[config.mk]
export PLATFORM = sky130hd
export DESIGN_NAME = b32d_step
export DESIGN_NICKNAME = d
export VERILOG_FILES = /design/src/b32d_pkg.sv /design/src/b32d_step.sv
export SDC_FILE = /design/constraint.sdc
export NUM_CORES = 1
export LEC_CHECK = 0
export CORE_UTILIZATION = 25
export DETAILED_ROUTE_END_ITERATION = 12
export DONT_BUFFER_PORTS = 1
export SLEW_MARGIN = 20
export SYNTH_ARGS = -nofsm -noshare
export SYNTH_HDL_FRONTEND = slang
export SYNTH_SLANG_ARGS = --single-unit
export TNS_END_PERCENT = 5
[constraint.sdc]
create_clock -name vclk -period 5.6
set_input_delay 0.28 -clock vclk [all_inputs]
set_output_delay 0.28 -clock vclk [all_outputs]
set_load 0.02 [all_outputs]
[src/b32d_pkg.sv]
// Shared types, constants and the symbol map of the base32 decoder.
package b32d_pkg;

    localparam int unsigned SYM_W   = 5;
    localparam int unsigned BYTE_W  = 8;
    localparam int unsigned BUF_W   = 12;
    localparam int unsigned FILL_W  = 4;
    localparam int unsigned PAD_W   = 3;
    localparam int unsigned COUNT_W = 16;

    typedef struct packed {
        logic [BUF_W-1:0]   bit_buffer;
        logic [FILL_W-1:0]  bit_fill;
        logic [PAD_W-1:0]   pad_left;
        logic [COUNT_W-1:0] symbols_seen;
        logic               error_seen;
    } t_state;

    typedef struct packed {
        logic [BYTE_W-1:0] data_byte;
        logic              has_byte;
        logic              bad_symbol;
        logic              last;
    } t_result;

    typedef struct packed {
        logic             valid;
        logic [SYM_W-1:0] value;
    } t_sym;

    // Maps one raw character to its five-bit value; valid is low for
    // characters outside the alphabet.
    function automatic t_sym map_symbol(input logic [BYTE_W-1:0] c);
        t_sym r;
        r.valid = 1'b1;
        r.value = '0;
        if (c == 8'h31) begin
            r.value = 5'd0;
        end else if (c >= 8'h33 && c <= 8'h39) begin
            r.value = SYM_W'(c - 8'h33 + 8'd1);
        end else if (c >= 8'h61 && c <= 8'h6b) begin
            r.value = SYM_W'(c - 8'h61 + 8'd8);
        end else if (c >= 8'h6d && c <= 8'h75) begin
            r.value = SYM_W'(c - 8'h6d + 8'd19);
        end else if (c >= 8'h77 && c <= 8'h7a) begin
            r.value = SYM_W'(c - 8'h77 + 8'd28);
        end else begin
            r.valid = 1'b0;
        end
        return r;
    endfunction

endpackage

[src/b32d_step.sv]
// Next-state and result logic for one character of the string.
module b32d_step
    import b32d_pkg::*;
(
    input  t_state             i_state,
    input  logic [BYTE_W-1:0]  i_char,
    input  logic [COUNT_W-1:0] i_eff_count,
    output t_state             o_state,
    output t_result            o_result,
    output logic               o_emit
);

    t_sym               sym;
    logic [PAD_W-1:0]   pad;
    logic [COUNT_W:0]   seen_next;
    logic               is_end;
    logic [BUF_W-1:0]   buf_shift;
    logic [FILL_W-1:0]  fill_add;
    logic [FILL_W-1:0]  drop;
    logic [FILL_W-1:0]  fill_pad;
    logic [BUF_W-1:0]   buf_pad;
    logic               have_byte;
    logic [FILL_W-1:0]  fill_out;
    logic [BUF_W-1:0]   buf_out;
    logic [BYTE_W-1:0]  byte_val;

    function automatic logic [BUF_W-1:0] low_mask(input logic [FILL_W-1:0] f);
        logic [BUF_W:0] m;
        m = ({{BUF_W{1'b0}}, 1'b1} << f) - {{BUF_W{1'b0}}, 1'b1};
        return m[BUF_W-1:0];
    endfunction

    always_comb begin
        sym       = map_symbol(i_char);
        // The padding is loaded from the count at the string's first character.
        pad       = (i_state.symbols_seen == '0) ?
                    PAD_W'(i_eff_count[PAD_W-1:0] * 3'd5) : i_state.pad_left;
        seen_next = {1'b0, i_state.symbols_seen} + {{COUNT_W{1'b0}}, 1'b1};
        is_end    = seen_next >= {1'b0, i_eff_count};

        buf_shift = {i_state.bit_buffer[BUF_W-SYM_W-1:0], sym.value};
        fill_add  = i_state.bit_fill + FILL_W'(SYM_W);
        drop      = ({1'b0, pad} < fill_add) ? {1'b0, pad} : fill_add;
        fill_pad  = fill_add - drop;
        buf_pad   = buf_shift & low_mask(fill_pad);

        have_byte = fill_pad >= FILL_W'(BYTE_W);
        byte_val  = '0;
        fill_out  = fill_pad;
        buf_out   = buf_pad;
        if (have_byte) begin
            byte_val = BYTE_W'(buf_pad >> (fill_pad - FILL_W'(BYTE_W)));
            fill_out = fill_pad - FILL_W'(BYTE_W);
            buf_out  = buf_pad & low_mask(fill_out);
        end

        o_state  = i_state;
        o_result = '0;
        o_emit   = 1'b0;

        if (i_state.error_seen) begin
            // The rest of a rejected string is swallowed.
            o_state.symbols_seen = seen_next[COUNT_W-1:0];
        end else if (!sym.valid) begin
            o_result.bad_symbol  = 1'b1;
            o_result.last        = 1'b1;
            o_emit               = 1'b1;
            o_state.error_seen   = 1'b1;
            o_state.symbols_seen = seen_next[COUNT_W-1:0];
        end else begin
            o_state.bit_buffer   = buf_out;
            o_state.bit_fill     = fill_out;
            o_state.pad_left     = pad - drop[PAD_W-1:0];
            o_state.symbols_seen = seen_next[COUNT_W-1:0];
            o_result.data_byte   = byte_val;
            o_result.has_byte    = have_byte;
            o_result.last        = is_end;
            o_emit               = have_byte || is_end;
        end

        if (is_end) begin
            o_state = '0;
        end
    end

endmodule

Word-level counts from Yosys, hierarchy flattened
Index checks and enable logic that the tools add are counted.
- bits in registers: 0
- input bits: 60
- output and inout port bits: 48
- $add $sub $neg: 15
- multipliers: 1
- order comparisons: 11
- eq/ne operators: 1
- shift-type cells: 3
- muxes and demuxes: 25
- bitwise logic cells: 2
- reductions and logical operators: 6
- operators with widths (kind ; number):
    2-to-1 mux 19 bit ; 2
    2-to-1 mux 36 bit ; 1
    2-to-1 mux 5 bit ; 5
    bitwise AND 12 bit ; 2
    >= comparator 8 x 7 -> 1 bit, second input constant ; 3
    less-or-equal comparator 8 x 7 -> 1 bit, second input constant ; 3
    left shift 1 x 4 -> 12 bit, first input constant ; 2
    subtractor 12 x 1 -> 12 bit, second input constant ; 2
    adder 16 x 1 -> 17 bit, second input constant ; 1
    >= comparator 17 x 16 -> 1 bit ; 1
    zero test 16 bit ; 1
    2-to-1 mux 12 bit ; 1
    right shift 12 x 4 -> 8 bit ; 1
    2-to-1 mux 11 bit ; 1
    adder 5 bit, second input constant ; 2
    2-to-1 mux 1 bit ; 10
    subtractor 5 bit, second input constant ; 2
    2-to-1 mux 9 bit ; 1
    equality test 8 x 6 -> 1 bit, second input constant ; 1
    >= comparator 8 x 6 -> 1 bit, second input constant ; 1
    less-or-equal comparator 8 x 6 -> 1 bit, second input constant ; 1
    2-to-1 mux 4 bit ; 2
    2-to-1 mux 8 bit ; 1
    adder 5 x 1 -> 5 bit, second input constant ; 1
    other kinds (13) ; 16

Longest topological paths before layout
Gate-level depths: netlist (run 1).
- word-level depth: 13
- mapped depth: 26

Least setup slack after synthesis (run 1)
No wires, ideal clock.
- path kind: input -> output
- start: input port i_state[1] (netlist bit)
- end: output port o_result[4] (netlist bit)
- arrival time: 5.281 ns
- required time: 5.320 ns
- slack: 0.039 ns
- cell stages on the path: 25
- path buffers: 3
- cell sequence: inv_1 ha_1 nor4b_2 nand4_1 o21ai_0 ha_1 o21a_1 o21ai_1 nor2_1 a21oi_1 ha_1 clkbuf_1 a41oi_1 o22a_1 and2_0 buf_2 buf_4 nand3_1 ha_1 inv_1 nand3_1 o21ai_1 a21oi_1 o311a_1 o32ai_1
- RTL lines (item ; RTL line ; text):
    start, declared ; b32d_step.sv:5 ; input t_state i_state,
    end, declared ; b32d_step.sv:9 ; output t_result o_result,

==> impl_metrics.yaml, run 1 <==
final_layout:
  drive_gt1_frac: 0.140
  seq_cells: 0
  fillers: 1305
  multiInputGateArea_mm2: 0.00290
  stdcell_count: 634
  final_util: 0.292
  nets: 586
  regArea_um2: 0
  area_delta_synth_final_pct: 14.2
  nClkBuffers: 0
  final_cell_area_mm2: 0.00349
  diodes: 0
flow_run:
  maxCapViolations: 0
placement:
  gp_congestion: 0.951
  dpl_cell_area_mm2: 0.00337
  port_buffers: 0
  dp_hpwl_um: 8940
  post-place-ws_ns: 0.0340
  place_inst: 632
logic_synthesis:
  synth_area_per_cell_um2: 6.38
  ys_seq_area_frac: 0
  yosys.area_share.simple: 0.318
  synthDistinctLibCells: 68
  synth_cells: 479
  synthTopCellsByArea: "ha_1, nand2_1, xnor2_1"
  synth_xor_area_frac: 0.0909
  synth_commonest_cells: "nand2_1, nor2_1, inv_1, ha_1, a21oi_1"
  synthMuxAreaShare: 0.0266
  synth_top_area_cell: "ha_1"
  synth_compound_area_frac: 0.328
  synthAdderAreaFrac: 0.152
  yosys.area.top_type_share: 0.152
  yosys_warnings: 0
  synthesis.area_mm2: 0.00305
  syn_nets: 576
  synth_most_common_cell: "nand2_1"
  synth_top_family_by_area: "compound AO/OA/AOI/OAI gates"
global_routing:
  grt_overflow: 0
  grt_pass1_wl_um: 17600
  grt.total_usage: 0.167
  antenna_found_initial: 0
  grt_max_degree: 28
  grt_pass1_vias: 3496
worst_setup_path:
  cpPeakStageDelay_ns: 0.34
  startpoint_type: "input pin"
  slowest_stage: "a211oi_1"
  required_ns: 5.32
  critical_path_class: "in -> out"
  path_max_fanout: 12
  crit_path_end_kind: "primary output"
  crit_arrival_ns: 4.99
timing:
  hold_viol: 0
  fin_tns_setup_ns: 0
  report.final.slew_viol_count: 0
  period_needed_ns: 5.27
  finalSetupViolCount: 0
  slew_headroom: 0.284
  hold_ws_ns: 0.642
  worst_pin_slew_ns: 1.07
  fin_crit_sh: 0.942
  max_freq_mhz: 190
  fin_ws_ns: 0.327
floorplanning:
  placementRows: 40
  die-area_mm2: 0.0127
  io-pin-count: 108
  start_util: 0.255
  fp.dieH_um: 113
  die_x_um: 113
  design.core.area_mm2: 0.0120
power:
  p_clk_frac: 0
  power.density_mw_per_mm2: 201
  combPwrFrac: 1.000
  netSwitchingPower_uw: 442
  seq_power_share: 0
  total_power_uw: 702
  p_leak_nw: 1.50
  switching_share: 0.630
  max-vdd-ir-drop_mv: 0.110
  p_int_uw: 260
route:
  vias: 3610
  drtIter0Drc: 295
  dr.pass1.iters: 5
  post_drt_wl_per_cell_um: 17.5
  drc: 0
  routed_wl_um: 11100
  vias_per_cell: 5.69
  ant_nets: 0
hold_path:
  hp-class: "in -> out"
  hold_path_depth: 1
status:
  outcome: "finished, final reports clean"
placed cells by master, fill, tap and decap left out, types with 5 or more instances in the layout:
cell type   n
mux2i_1     5
nand2_1    58
xor2_1      6
nand4_1     8
nor2b_1     7
xnor2_1    22
buf_4      34
nand3_1    18
and3_1     16
o21ai_0    25
a211oi_1    5
inv_1      37
nor2_1     43
o2111ai_1   5
o211ai_1    8
nand2b_1    5
a21o_1      8
ha_1       33
and2_1     10
a21oi_1    35
nor3_1      9
layout make-up:
type                            count  share of cell area
Multi-Input combinational cell    414               0.830
Tap cell                          147              0.0527
Inverter                           38              0.0409
Timing Repair Buffer               35              0.0764
cells by family after synthesis:
kind of cell	Yosys count
and+or+nand+nor	195
xor gates and xnor gates	30
AOI/OAI and AO/OA	144
buffers and inverters	65
muxes	8
adders and majority gates	37
worst max-delay path, delay by kind of cell:
family | cells | cell delay (ns)
mux | 2 | 0.61
compound gates | 7 | 1.38
buf+inv | 5 | 0.57
simple gates | 7 | 1.18
fa+ha+maj | 4 | 0.96
worst paths after layout:
| check | startpoint | end | slack [ns] |
|---|---|---|---|
| max | i_state[1] | o_result[3] | 0.33 |
| min | i_state[1] | o_state[1] | 0.64 |
timing repair:
item / in CTS / in global routing
hold buffers: 0 / 0
gates resized for setup: 0 / 23
hold endpoints to repair: 0 / 0
endpoints found under the setup margin: 0 / 14
setup buffers: 0 / 2
metal layers:
layer,track usage,vias up,share of wire
li1,-,1758,-
met3,0.0216,16,0.065
met2,0.283,142,0.46
met4,0.0338,0,0.017
met1,0.226,1694,0.46
met5,0,-,0
power by group through the flow:
stage,clock [mW],combinational (mW),sequential [mW]
2_1_floorplan,0,0.491,0
3_3_place_gp,0,0.651,0
3_5_place_dp,0,0.659,0
4_1_cts,0,0.661,0
5_1_grt,0,0.761,0
6_report,0,0.702,0
Power figures use the tool's default switching activity.
==> inputs of run 2 (changes only) <==
==> constraint.sdc (replaced) <==
create_clock -name vclk -period 5.1
set_input_delay 0.255 -clock vclk [all_inputs]
set_output_delay 0.255 -clock vclk [all_outputs]
set_load 0.02 [all_outputs]
==> run 2 against run 1 <==
Via count grew 4.8%. First-iteration DRC count shrank 3.4%. Setup slack lost 0.13 ns.
==> impl_metrics.yaml, run 2 (synthesized netlist as in run 1, its figures left out) <==
final_layout:
  drive_gt1_frac: 0.221
  layout_commonest_cell: "nand2_1"
  final_cell_mix: "nand2_1, buf_4, nor2_1"
  nClkBuffers: 0
  diodes: 0
  nets: 610
  regArea_um2: 0
  area_delta_synth_final_pct: 26.9
  seq_cells: 0
power:
  p_int_uw: 357
  power.density_mw_per_mm2: 235
  total_power_uw: 909
  seq_power_share: 0
  combPwrFrac: 1.000
  p_clk_frac: 0
  switching_share: 0.608
  max-vdd-ir-drop_mv: 0.116
  p_leak_nw: 1.68
  netSwitchingPower_uw: 553
floorplanning:
  fp.dieH_um: 113
  die-area_mm2: 0.0127
  start_util: 0.255
  io-pin-count: 108
  design.core.area_mm2: 0.0120
  die_x_um: 113
  placementRows: 40
global_routing:
  grt.total_usage: 0.169
  grt_max_degree: 30
  antenna_found_initial: 0
  grt_pass1_wl_um: 17800
  grt_pass1_vias: 3592
  grt_overflow: 0
worst_setup_path:
  worstPathCellList: "inv_2, ha_2, nor4b_4, nand4_1, mux2i_1, nor2b_4, a21oi_2, o21a_1, o21ai_4, a21oi_2, ha_1, inv_1, or3_1, o22a_1, buf_4, a211oi_4, inv_2, ha_4, nand2_1, mux2i_1, a32oi_1, o311a_1, o22ai_2, buf_6"
  slowest_stage: "or3_1"
  path_max_fanout: 5
  crit_path_end_kind: "primary output"
  crit_arrival_ns: 4.65
  startpoint_type: "input pin"
  required_ns: 4.85
  cpPeakStageDelay_ns: 0.36
  critical_path_class: "in -> out"
placement:
  port_buffers: 0
  gp_congestion: 0.976
  post-place-ws_ns: -0.136
  dp_hpwl_um: 9030
timing:
  finalSetupViolCount: 0
  slew_headroom: 0.271
  rsz0062_at_grt: "true"
  fin_crit_sh: 0.962
  hold_viol: 0
  max_freq_mhz: 204
  report.final.slew_viol_count: 0
  fin_ws_ns: 0.192
  period_needed_ns: 4.91
  worst_pin_slew_ns: 1.09
  fin_tns_setup_ns: 0
hold_path:
  hp-class: "in -> out"
clock_tree:
  holdBufCountCts: 0
route:
  vias: 3785
  routed_wl_um: 11500
  ant_nets: 0
  dr.pass1.iters: 5
  drtIter0Drc: 285
  post_drt_wl_per_cell_um: 17.5
  drc: 0
  vias_per_cell: 5.75
flow_run:
  maxCapViolations: 0
status:
  outcome: "finished, final reports clean"
==> run 2: per-layer routing <==
layer  part of all wire  vias to the layer above  track usage
li1                   -                     1813            -
met1               0.44                     1785        0.223
met2               0.47                      153        0.286
met3              0.063                       34       0.0221
met4              0.024                        0       0.0524
met5                  0                        -            0
==> run 2: what timing repair did <==
| action | 4_1_cts | 5_1_grt |
|---|---|---|
| gates resized for setup | 6 | 45 |
| endpoints found under the hold margin | 0 | 0 |
| setup endpoints to repair | 8 | 14 |
| setup buffers | 2 | 7 |
| pin swaps | 2 | 16 |
==> run 2: metrics by stage <==
| stage | std cells | utilization | hold slack, ns | cell area (um^2) |
|---|---|---|---|---|
| after CTS | 651 | 0.302 | 0.593 | 3610 |
| after global placement | 649 | 0.298 | 0.592 | 3560 |
| after global routing | 658 | 0.324 | 0.595 | 3870 |
| after floorplan | 479 | - | 0.587 | 3120 |
| after detailed placement | 649 | 0.298 | 0.593 | 3560 |
| final | 658 | 0.324 | 0.593 | 3870 |
==> run 2: area by class of cell <==
class / instances / area (um^2)
Fill cell: 1285 / 8090
Multi-Input combinational cell: 414 / 3080
Timing Repair Buffer: 59 / 467
Tap cell: 147 / 184
Inverter: 38 / 145
==> run 2: path summary, 6_finish.rpt <==
check                       from           to  slack, ns  depth (start not counted)
worst min-delay path  i_state[0]  o_result[1]       0.59                          1
worst max-delay path  i_state[1]  o_state[30]       0.19                         24
==> run 2: power by group through the flow <==
stage                     registers [mW]  clock network (mW)  logic (mW)
after global placement                 0                   0       0.761
after detailed placement               0                   0       0.772
after floorplan                        0                   0       0.556
final                                  0                   0       0.909
after global routing                   0                   0       0.974
after CTS                              0                   0       0.786
==> run 2: worst max-delay path, delay by kind of cell <==
family	cells	cell delay, ns
multiplexers	2	0.45
adder cells (fa/ha/maj)	3	0.66
buffers and inverters	5	0.57
AO/OA/AOI/OAI	9	1.62
AND/OR/NAND/NOR	5	1.07
